File: config.mk
export PLATFORM = sky130hd
export DESIGN_NAME = ring_min_time_task_scheduler
export DESIGN_NICKNAME = d
export VERILOG_FILES = /design/src/rmts_pkg.sv /design/src/ring_min_time_task_scheduler.sv /design/src/rmts_ram.sv /design/src/rmts_ctrl.sv /design/src/rmts_dpath.sv
export SDC_FILE = /design/constraint.sdc
export NUM_CORES = 1
export LEC_CHECK = 0
export ABC_AREA = 1
export BUFFER_PORTS_ARGS = -buffer_cell sky130_fd_sc_hd__buf_2
export CAP_MARGIN = 20
export CORE_UTILIZATION = 45
export DETAILED_ROUTE_END_ITERATION = 8
export RECOVER_POWER = 50
export SLEW_MARGIN = 15
export SYNTH_ARGS = -nofsm -noshare
export SYNTH_HDL_FRONTEND = slang
export SYNTH_HIERARCHICAL = 1
export SYNTH_SLANG_ARGS = --single-unit
File: constraint.sdc
create_clock -name i_clk -period 4.8 [get_ports i_clk]
set_input_delay 0.48 -clock i_clk [delete_from_list [all_inputs] [get_ports i_clk]]
set_output_delay 0.48 -clock i_clk [all_outputs]
set_load 0.02 [all_outputs]
File: src/rmts_pkg.sv
`default_nettype none

package rmts_pkg;

    typedef enum logic [1:0] {
        OP_ADD      = 2'd0,
        OP_TICK     = 2'd1,
        OP_DISPATCH = 2'd2,
        OP_COMPLETE = 2'd3
    } t_op;

    typedef enum logic [2:0] {
        ST_OK        = 3'd0,
        ST_FULL      = 3'd1,
        ST_EMPTY     = 3'd2,
        ST_NOT_READY = 3'd3,
        ST_GRANTED   = 3'd4
    } t_status;

    typedef struct packed {
        t_op                operation;
        logic [7:0]         process_id;
        logic signed [15:0] start_time;
        logic [14:0]        period;
        logic               repeat_req;
    } t_item;

    typedef struct packed {
        t_status            status;
        logic [7:0]         granted_id;
        logic signed [15:0] head_time;
        logic [2:0]         occupancy;
    } t_result;

    typedef enum logic [2:0] {
        S_IDLE,
        S_ADD,
        S_TICK,
        S_SCAN,
        S_SWAP_A,
        S_SWAP_B,
        S_CPL_RD,
        S_CPL_WR
    } t_state;

    typedef struct packed {
        logic load;
        logic set_empty;
        logic add;
        logic walk_tick;
        logic walk_min;
        logic swap_a;
        logic swap_b;
        logic cpl_rd;
        logic cpl_wr;
        logic fin;
    } t_ctl_cmd;

    typedef struct packed {
        logic empty;
        logic walk_done;
    } t_ctl_stat;

endpackage

`default_nettype wire

File: src/ring_min_time_task_scheduler.sv
// Per word, add runs S_ADD; complete S_CPL_RD, S_CPL_WR; tick walks in S_TICK;
// dispatch S_SCAN, S_SWAP_A, S_SWAP_B; empty dispatch or complete only S_CPL_WR.
// Tick and dispatch walk the ring through the single read port of the entry
// RAM, one entry a cycle; the next word may start in the strobe cycle.
// The receiver cannot stall: each result word is shown for one cycle only.
// Synchronous active-low reset empties the ring at once; entries need no clearing.
`default_nettype none

module ring_min_time_task_scheduler #(
    parameter int SLOTS     = 8,
    parameter int TIME_BITS = 16
) (
    input  wire logic              i_clk,
    input  wire logic              i_rst_n,
    input  wire logic              start,
    output logic                   busy,
    input  wire rmts_pkg::t_item   i_item,
    output logic                   o_done,
    output rmts_pkg::t_result      o_result
);

    rmts_pkg::t_ctl_cmd  w_cmd;
    rmts_pkg::t_ctl_stat w_stat;
    rmts_pkg::t_result   w_result;

    rmts_ctrl u_ctrl (
        .i_clk   (i_clk),
        .i_rst_n (i_rst_n),
        .i_start (start),
        .i_op    (i_item.operation),
        .i_stat  (w_stat),
        .o_busy  (busy),
        .o_cmd   (w_cmd)
    );

    rmts_dpath #(
        .SLOTS     (SLOTS),
        .TIME_BITS (TIME_BITS)
    ) u_dpath (
        .i_clk    (i_clk),
        .i_rst_n  (i_rst_n),
        .i_cmd    (w_cmd),
        .o_stat   (w_stat),
        .i_item   (i_item),
        .o_done   (o_done),
        .o_result (w_result)
    );

    assign o_result = w_result;

`ifndef ASSERT_OFF
    a_done_single : assert property (@(posedge i_clk) disable iff (!i_rst_n)
        o_done |=> !o_done)
        else $error("result strobe lasted more than one cycle");

    a_accept_busy : assert property (@(posedge i_clk) disable iff (!i_rst_n)
        (start && !busy) |=> busy)
        else $error("accepted word did not make the block busy");

    a_done_idle : assert property (@(posedge i_clk) disable iff (!i_rst_n)
        o_done |-> !busy)
        else $error("result shown while still busy");

    a_plain_zero : assert property (@(posedge i_clk) disable iff (!i_rst_n)
        (o_done && (o_result.status == rmts_pkg::ST_OK ||
                    o_result.status == rmts_pkg::ST_FULL ||
                    o_result.status == rmts_pkg::ST_EMPTY))
        |-> (o_result.granted_id == '0 && o_result.head_time == '0))
        else $error("non-dispatch result carries id or time");
`endif

endmodule

`default_nettype wire

File: src/rmts_ram.sv
`default_nettype none

module rmts_ram #(
    parameter int WIDTH = 39,
    parameter int DEPTH = 8
) (
    input  wire logic                     i_clk,
    input  wire logic                     i_we,
    input  wire logic [$clog2(DEPTH)-1:0] i_waddr,
    input  wire logic [WIDTH-1:0]         i_wdata,
    input  wire logic                     i_re,
    input  wire logic [$clog2(DEPTH)-1:0] i_raddr,
    output logic      [WIDTH-1:0]         o_rdata
);

    logic [WIDTH-1:0] r_mem [DEPTH];

    always_ff @(posedge i_clk) begin
        if (i_we) begin
            r_mem[i_waddr] <= i_wdata;
        end
        if (i_re) begin
            o_rdata <= r_mem[i_raddr];
        end
    end

endmodule

`default_nettype wire

File: src/rmts_ctrl.sv
`default_nettype none

module rmts_ctrl (
    input  wire logic                 i_clk,
    input  wire logic                 i_rst_n,
    input  wire logic                 i_start,
    input  wire rmts_pkg::t_op        i_op,
    input  wire rmts_pkg::t_ctl_stat  i_stat,
    output logic                      o_busy,
    output rmts_pkg::t_ctl_cmd        o_cmd
);

    rmts_pkg::t_state r_state;
    rmts_pkg::t_state n_state;

    always_ff @(posedge i_clk) begin
        if (!i_rst_n) begin
            r_state <= rmts_pkg::S_IDLE;
        end else begin
            r_state <= n_state;
        end
    end

    always_comb begin
        n_state = r_state;
        o_cmd   = '0;
        o_busy  = (r_state != rmts_pkg::S_IDLE);
        unique case (r_state)
            rmts_pkg::S_IDLE: begin
                if (i_start) begin
                    o_cmd.load = 1'b1;
                    unique case (i_op)
                        rmts_pkg::OP_ADD: begin
                            n_state = rmts_pkg::S_ADD;
                        end
                        rmts_pkg::OP_TICK: begin
                            n_state = rmts_pkg::S_TICK;
                        end
                        rmts_pkg::OP_DISPATCH: begin
                            if (i_stat.empty) begin
                                o_cmd.set_empty = 1'b1;
                                n_state = rmts_pkg::S_CPL_WR;
                            end else begin
                                n_state = rmts_pkg::S_SCAN;
                            end
                        end
                        rmts_pkg::OP_COMPLETE: begin
                            if (i_stat.empty) begin
                                o_cmd.set_empty = 1'b1;
                                n_state = rmts_pkg::S_CPL_WR;
                            end else begin
                                n_state = rmts_pkg::S_CPL_RD;
                            end
                        end
                        default: begin
                            n_state = rmts_pkg::S_IDLE;
                        end
                    endcase
                end
            end
            rmts_pkg::S_ADD: begin
                o_cmd.add = 1'b1;
                o_cmd.fin = 1'b1;
                n_state   = rmts_pkg::S_IDLE;
            end
            rmts_pkg::S_TICK: begin
                o_cmd.walk_tick = 1'b1;
                if (i_stat.walk_done) begin
                    o_cmd.fin = 1'b1;
                    n_state   = rmts_pkg::S_IDLE;
                end
            end
            rmts_pkg::S_SCAN: begin
                o_cmd.walk_min = 1'b1;
                if (i_stat.walk_done) begin
                    n_state = rmts_pkg::S_SWAP_A;
                end
            end
            rmts_pkg::S_SWAP_A: begin
                o_cmd.swap_a = 1'b1;
                n_state      = rmts_pkg::S_SWAP_B;
            end
            rmts_pkg::S_SWAP_B: begin
                o_cmd.swap_b = 1'b1;
                o_cmd.fin    = 1'b1;
                n_state      = rmts_pkg::S_IDLE;
            end
            rmts_pkg::S_CPL_RD: begin
                o_cmd.cpl_rd = 1'b1;
                n_state      = rmts_pkg::S_CPL_WR;
            end
            rmts_pkg::S_CPL_WR: begin
                // An empty dispatch or complete also passes through here, with
                // the pop suppressed, only to publish its word.
                o_cmd.cpl_wr = !i_stat.empty;
                o_cmd.fin    = 1'b1;
                n_state      = rmts_pkg::S_IDLE;
            end
            default: begin
                n_state = rmts_pkg::S_IDLE;
            end
        endcase
    end

endmodule

`default_nettype wire

File: src/rmts_dpath.sv
`default_nettype none

module rmts_dpath #(
    parameter int SLOTS     = 8,
    parameter int TIME_BITS = 16
) (
    input  wire logic                 i_clk,
    input  wire logic                 i_rst_n,
    input  wire rmts_pkg::t_ctl_cmd   i_cmd,
    output rmts_pkg::t_ctl_stat       o_stat,
    input  wire rmts_pkg::t_item      i_item,
    output logic                      o_done,
    output rmts_pkg::t_result         o_result
);

    localparam int IW = $clog2(SLOTS);
    localparam int DW = 8 + TIME_BITS + 15;
    localparam int SW = ((TIME_BITS > 16) ? TIME_BITS : 16) + 2;
    localparam longint TMAX_L = (longint'(1) <<< (TIME_BITS - 1)) - longint'(1);
    localparam logic signed [SW-1:0] TMAX_W = SW'(TMAX_L);
    localparam logic signed [SW-1:0] TMIN_W = SW'(-TMAX_L - longint'(1));
    localparam logic signed [TIME_BITS-1:0] TMIN_T = TIME_BITS'(-TMAX_L - longint'(1));
    localparam logic [IW-1:0] LAST = IW'(SLOTS - 1);

    function automatic logic [IW-1:0] nxt(input logic [IW-1:0] i);
        return (i == LAST) ? '0 : i + 1'b1;
    endfunction

    // Builds the stored word of an enqueued task: time clamped into range,
    // then the period added with saturation at the top of the range.
    function automatic logic [DW-1:0] enq_word(
        input logic [7:0]           id,
        input logic signed [SW-1:0] t,
        input logic [14:0]          per
    );
        logic signed [SW-1:0] c;
        logic signed [SW-1:0] s;
        c = t;
        if (c < TMIN_W) c = TMIN_W;
        if (c > TMAX_W) c = TMAX_W;
        s = c + SW'($signed({1'b0, per}));
        if (s > TMAX_W) s = TMAX_W;
        return {id, s[TIME_BITS-1:0], per};
    endfunction

    logic [IW-1:0]                r_head;
    logic [IW-1:0]                r_tail;
    logic [IW-1:0]                r_ptr;
    logic [IW-1:0]                r_rd_addr;
    logic                         r_rd_vld;
    logic [IW-1:0]                r_best_idx;
    logic [7:0]                   r_best_id;
    logic signed [TIME_BITS-1:0]  r_best_time;
    logic [14:0]                  r_best_per;
    logic [DW-1:0]                r_head_word;
    logic [7:0]                   r_pid;
    logic signed [15:0]           r_st;
    logic [14:0]                  r_per;
    logic                         r_rep;
    rmts_pkg::t_status            r_status;
    logic [7:0]                   r_gid;
    logic [15:0]                  r_htime;
    logic                         r_done;
    rmts_pkg::t_result            r_result;

    logic                         w_full;
    logic                         w_empty;
    logic [DW-1:0]                w_q;
    logic [7:0]                   w_q_id;
    logic signed [TIME_BITS-1:0]  w_q_time;
    logic [14:0]                  w_q_per;
    logic [TIME_BITS-1:0]         w_q_dec;
    logic                         w_walk;
    logic                         w_we;
    logic [IW-1:0]                w_waddr;
    logic [DW-1:0]                w_wdata;
    logic                         w_re;
    logic [IW-1:0]                w_raddr;
    logic signed [SW-1:0]         w_best_ext;
    logic                         w_ready;
    logic [IW-1:0]                w_head_next;
    logic [IW-1:0]                w_tail_next;
    logic [IW-1:0]                w_count_next;
    logic [IW+2:0]                w_count_next_x;

    assign w_full   = (nxt(r_tail) == r_head);
    assign w_empty  = (r_head == r_tail);
    assign w_walk   = i_cmd.walk_tick || i_cmd.walk_min;

    assign w_q_id   = w_q[DW-1 -: 8];
    assign w_q_time = $signed(w_q[15 +: TIME_BITS]);
    assign w_q_per  = w_q[14:0];
    assign w_q_dec  = (w_q_time == TMIN_T) ? w_q_time : w_q_time - TIME_BITS'(1);

    assign w_best_ext = SW'(r_best_time);
    assign w_ready    = r_best_time[TIME_BITS-1] || (r_best_time == '0);

    assign o_stat.empty     = w_empty;
    assign o_stat.walk_done = (r_ptr == r_tail) && !r_rd_vld;

    // The walk reads one entry ahead of the one being processed.
    assign w_re    = (w_walk && (r_ptr != r_tail)) || i_cmd.cpl_rd;
    assign w_raddr = i_cmd.cpl_rd ? r_head : r_ptr;

    always_comb begin
        w_we    = 1'b0;
        w_waddr = r_tail;
        w_wdata = enq_word(r_pid, SW'(r_st), r_per);
        if (i_cmd.add) begin
            w_we = !w_full;
        end else if (i_cmd.walk_tick) begin
            w_we    = r_rd_vld;
            w_waddr = r_rd_addr;
            w_wdata = {w_q_id, w_q_dec, w_q_per};
        end else if (i_cmd.swap_a) begin
            w_we    = 1'b1;
            w_waddr = r_best_idx;
            w_wdata = r_head_word;
        end else if (i_cmd.swap_b) begin
            w_we    = 1'b1;
            w_waddr = r_head;
            w_wdata = {r_best_id, r_best_time, r_best_per};
        end else if (i_cmd.cpl_wr) begin
            w_we    = r_rep && !w_full;
            w_wdata = enq_word(w_q_id, SW'(w_q_time), w_q_per);
        end
    end

    rmts_ram #(
        .WIDTH (DW),
        .DEPTH (SLOTS)
    ) u_ram (
        .i_clk   (i_clk),
        .i_we    (w_we),
        .i_waddr (w_waddr),
        .i_wdata (w_wdata),
        .i_re    (w_re),
        .i_raddr (w_raddr),
        .o_rdata (w_q)
    );

    always_ff @(posedge i_clk) begin
        if (!i_rst_n) begin
            r_head   <= '0;
            r_tail   <= '0;
            r_ptr    <= '0;
            r_rd_vld <= 1'b0;
            r_done   <= 1'b0;
        end else begin
            r_done <= i_cmd.fin;
            if (i_cmd.load) begin
                r_ptr    <= r_head;
                r_rd_vld <= 1'b0;
            end else if (w_walk) begin
                if (r_ptr != r_tail) begin
                    r_ptr    <= nxt(r_ptr);
                    r_rd_vld <= 1'b1;
                end else begin
                    r_rd_vld <= 1'b0;
                end
            end
            if (i_cmd.add && !w_full) begin
                r_tail <= nxt(r_tail);
            end
            if (i_cmd.cpl_wr) begin
                if (r_rep && !w_full) begin
                    r_tail <= nxt(r_tail);
                end
                r_head <= nxt(r_head);
            end
        end
    end

    always_ff @(posedge i_clk) begin
        if (i_cmd.load) begin
            r_pid    <= i_item.process_id;
            r_st     <= i_item.start_time;
            r_per    <= i_item.period;
            r_rep    <= i_item.repeat_req;
            r_status <= i_cmd.set_empty ? rmts_pkg::ST_EMPTY : rmts_pkg::ST_OK;
            r_gid    <= '0;
            r_htime  <= '0;
        end
        if (w_walk) begin
            r_rd_addr <= r_ptr;
        end
        // The head entry is read first, so it seeds the search; later entries
        // win only when strictly earlier, keeping the first minimum in ring order.
        if (i_cmd.walk_min && r_rd_vld) begin
            if (r_rd_addr == r_head) begin
                r_head_word <= w_q;
                r_best_idx  <= r_rd_addr;
                r_best_id   <= w_q_id;
                r_best_time <= w_q_time;
                r_best_per  <= w_q_per;
            end else if (w_q_time < r_best_time) begin
                r_best_idx  <= r_rd_addr;
                r_best_id   <= w_q_id;
                r_best_time <= w_q_time;
                r_best_per  <= w_q_per;
            end
        end
        if (i_cmd.add && w_full) begin
            r_status <= rmts_pkg::ST_FULL;
        end
        if (i_cmd.swap_b) begin
            r_htime <= w_best_ext[15:0];
            if (w_ready) begin
                r_status <= rmts_pkg::ST_GRANTED;
                r_gid    <= r_best_id;
            end else begin
                r_status <= rmts_pkg::ST_NOT_READY;
            end
        end
        if (i_cmd.cpl_wr && r_rep && w_full) begin
            r_status <= rmts_pkg::ST_FULL;
        end
        if (i_cmd.fin) begin
            r_result.status     <= (i_cmd.swap_b) ?
                                   (w_ready ? rmts_pkg::ST_GRANTED : rmts_pkg::ST_NOT_READY) :
                                   (i_cmd.add && w_full) ? rmts_pkg::ST_FULL :
                                   (i_cmd.cpl_wr && r_rep && w_full) ? rmts_pkg::ST_FULL :
                                   r_status;
            r_result.granted_id <= (i_cmd.swap_b && w_ready) ? r_best_id : r_gid;
            r_result.head_time  <= i_cmd.swap_b ? $signed(w_best_ext[15:0]) : $signed(r_htime);
            r_result.occupancy  <= w_count_next_x[2:0];
        end
    end

    // The occupancy in the result word is taken in the finishing cycle, so the
    // pointer update of that same cycle must be folded in.
    always_comb begin
        w_head_next = r_head;
        w_tail_next = r_tail;
        if (i_cmd.add && !w_full) begin
            w_tail_next = nxt(r_tail);
        end
        if (i_cmd.cpl_wr) begin
            if (r_rep && !w_full) begin
                w_tail_next = nxt(r_tail);
            end
            w_head_next = nxt(r_head);
        end
    end

    assign w_count_next   = (w_tail_next >= w_head_next) ? w_tail_next - w_head_next
                          : IW'(int'(w_tail_next) + SLOTS - int'(w_head_next));
    assign w_count_next_x = (IW + 3)'(w_count_next);

    assign o_done   = r_done;
    assign o_result = r_result;

endmodule

`default_nettype wire

==> reports/metrics.cfg <==
[logic_synthesis]
synth_cell_types=49
synth_enable_flop_cells=521
syn_area_um2=26200
synth_top_flop_cell=edfxtp_1
synth-warning-count=6
synth_top_cell_by_area=edfxtp_1
ys_ff_latch=546
synthesis.nets=2794
syn-instance-count=2693
area_contributors_post_synth=edfxtp_1 60%, nand2_1 12%, inv_1 6.8%
synth-seq-area-share_pct=61.7
ys_async_sr_fraction_pct=0
synth.avg_cell_area_um2=9.72
synth_common_cells=821 x nand2_1, 521 x edfxtp_1, 473 x inv_1, 222 x nand3_1, 86 x nor2_1
post-synth-top-count-cell=nand2_1
synth_top_area_share_pct=59.8

[clocking]
worst_setup_hold_path_clk_slew_ns=0.06
clock_insertion_delay_at_the_later_pin_of_the_skew_report_ns=0.65
ctsHtreeMaxLevel=2
clockBufferDepth=3
cts.root.buffer_cell=clkbuf_16
tritoncts=yes
cts_inserted_buffers=58
clock_sinks=546

[worst_setup_path]
crit_path_max_incr_delay_ns=0.62
criticalPathCategory=flop to flop
critical_path_peak_fanout=25
ff2ff_path_depth=14
worst_path_most_repeated_cell=inv_1
critical_path.slowest_cell=clkbuf_1
required_ns=5.07
worstSetupStartpointType=flop
cp_cell_sequence=inv_1 -> nor2_1 -> clkbuf_1 -> inv_1 -> nor2_2 -> buf_4 -> inv_1 -> o221ai_1 -> a32o_1 -> inv_1 -> inv_1 -> nand2_1 -> nor2_4 -> buf_4
timing.critical_path.to_type=flop
cp.arrival_ns=4.17

[timing]
final.setup_skew_ns=0.0337
setup_violations=0
timing_max_transition_violations_final=340
finalCritPeriodShare_pct=81.3
hold_violations=0
worstMarginPinSlew_ns=2.89
timing.final.crit_period_ns=3.90
totalNegativeSetupSlack_ns=0
slew-limit-headroom_pct=-92.8
worst_slack_ns=0.899
unrepaired_setup_endpoints_after_global_routing=false
fmaxAchievable_ghz=0.256

[flow_run]
cap_violations=6

[grt]
gr_usage_total_pct=23.9
initial_antenna_violation_count=0
largest_net_degree_at_the_start_of_global_routing=157
via_count_of_the_first_global_routing_pass=17700
grt-ovfl-total=0
grt_first_pass_wirelength_mm=107

[cells_and_area]
register_area_um2=16100
final_cell_count_no_fill=3581
num-nets-final=2869
final_util_pct=51.2
area_delta_synth_final_pct=12.7
fill_cells=5183
multi_input_area_um2=7640
final_cell_area_um2=29500
antenna_cells_inserted=0
fraction_of_final_layout_cells_with_drive_strength_greater_than_1_pct=7.95

[placed_design]
place.detailed.hpwl_mm=44.2
port_buffers=76
place_inst=3440
pre_cts_slack_ns=1.25
post_dp_cell_area_um2=27400
globalplace.congestion=0.965

[power]
p_leak_nw=12.8
power.density_nw_per_um2=626
vdd_ir_drop_max_uv=419

[floorplanning]
die_area_um2=59100
top_level_ports=77
core_area_um2=57600
start_util_pct=45.4
dieHeight_um=243
core.rowCount=88
die-width_um=243

[outcome]
outcome=complete, but fails checks
failed_checks=max-capacitance violations, max-slew violations

[drt]
drt.antenna.violating_nets=0
route.vias.total=18500
drt_first_iter_violations=1611
vias_per_cell=5.18
post-route-drc-count=0
dr.pass1.iters=6
wl_per_cell_um=19.6
detail_route.wirelength_mm=70.2

[worst_hold_path]
hold_depth=1
holdCritPathClass=primary input to flop

[worst max-delay path, delay by kind of cell, from the launching register on]
family          cells  cell delay, ns
flops               1            0.39
buf+inv             8            2.05
compound gates      2            0.53
simple gates        4            0.53
[per-layer routing]
metal / wire [µm] / global-route usage [%]
met5: 0 / 0
met4: 1530 / 7.34
met3: 4050 / 3.33
met2: 33400 / 39.9
met1: 31200 / 32.3
[cells in the final DEF, fill, tap and decap left out, types with 9 or more instances in the layout]
cell and n:
o21ai_0 35, nand2_1 820, a211oi_1 15, nor3_1 21, clkinv_2 14, inv_1 477, xnor2_1 15, nand3_1 222
edfxtp_1 521, o22ai_1 26, a22oi_1 24, nand2_2 9, dlygate4sd3_1 32, ha_1 53, nor2_1 78, clkbuf_16 58
a32o_1 26, xor2_1 22, dfxtp_1 25, a21oi_1 59, inv_2 11, nor2_4 10, buf_2 43, nor2_2 10
clkinv_1 9, clkbuf_1 51, buf_4 23
[through the flow]
| stage | power (mW) | hold slack [ns] |
|---|---|---|
| after floorplan | 11.8 | 0.439 |
| after global placement | 14.1 | 0.451 |
| after detailed placement | 14.2 | 0.458 |
| after CTS | 18.6 | 0.000223 |
| after global routing | 19.5 | 0.00679 |
| final | 18.5 | 0.0246 |
[cells by family after synthesis]
kind of cell               synth area share (%)
xor gates and xnor gates                   1.24
AOI/OAI and AO/OA                          5.72
adders and majority gates                  2.76
buffers and inverters                      9.37
DFF                                        61.7
and+or+nand+nor                            19.2
muxes                                    0.0383
[what timing repair did]
action                    in CTS  in global routing
hold buffers                  32                  0
setup buffers                  0                  0
gates resized for setup        0                  0
hold endpoints to repair      32                  0
[cell type report]
cell class	count	area share [%]
Clock inverter	32	0.954
Sequential cell	546	54.7
Inverter	492	6.28
Timing Repair Buffer	148	3.52
Tap cell	765	3.24
Multi-Input combinational cell	1522	25.9
Clock buffer	76	5.35
[registers in the layout, summed over array words and instances (netlist names), 16 cells and up]
register	flops
u_dpath/u_ram/r_mem	312
u_dpath/u_ram/o_rdata	39
u_dpath/r_htime	16
u_dpath/o_result	30
u_dpath/r_best_time	16
u_dpath/r_st	16
u_dpath/r_head_word	39
[path summary, 6_finish.rpt]
path                                  startpoint                              endpoint  slack [ns]
setup / recovery  u_ctrl/r_state[2]$_SDFFE_PN0P_  u_dpath/u_ram/r_mem[5][36]$_DFFE_PP_        0.90
hold / removal                        i_item[23]             u_dpath/r_st[7]$_DFFE_PP_        0.02
setup reg to reg  u_ctrl/r_state[2]$_SDFFE_PN0P_  u_dpath/u_ram/r_mem[5][36]$_DFFE_PP_        0.90
hold reg to reg         u_dpath/r_gid[3]$_DFF_P_              u_dpath/r_gid[3]$_DFF_P_        0.47
[power breakdown]
group,internal [mW],switching (mW),total (mW)
clock,2.48,1.89,4.37
combinational,1.65,4.57,6.22
sequential,7.39,0.479,7.87
total,11.5,6.93,18.5
Power figures use the tool's default switching activity.
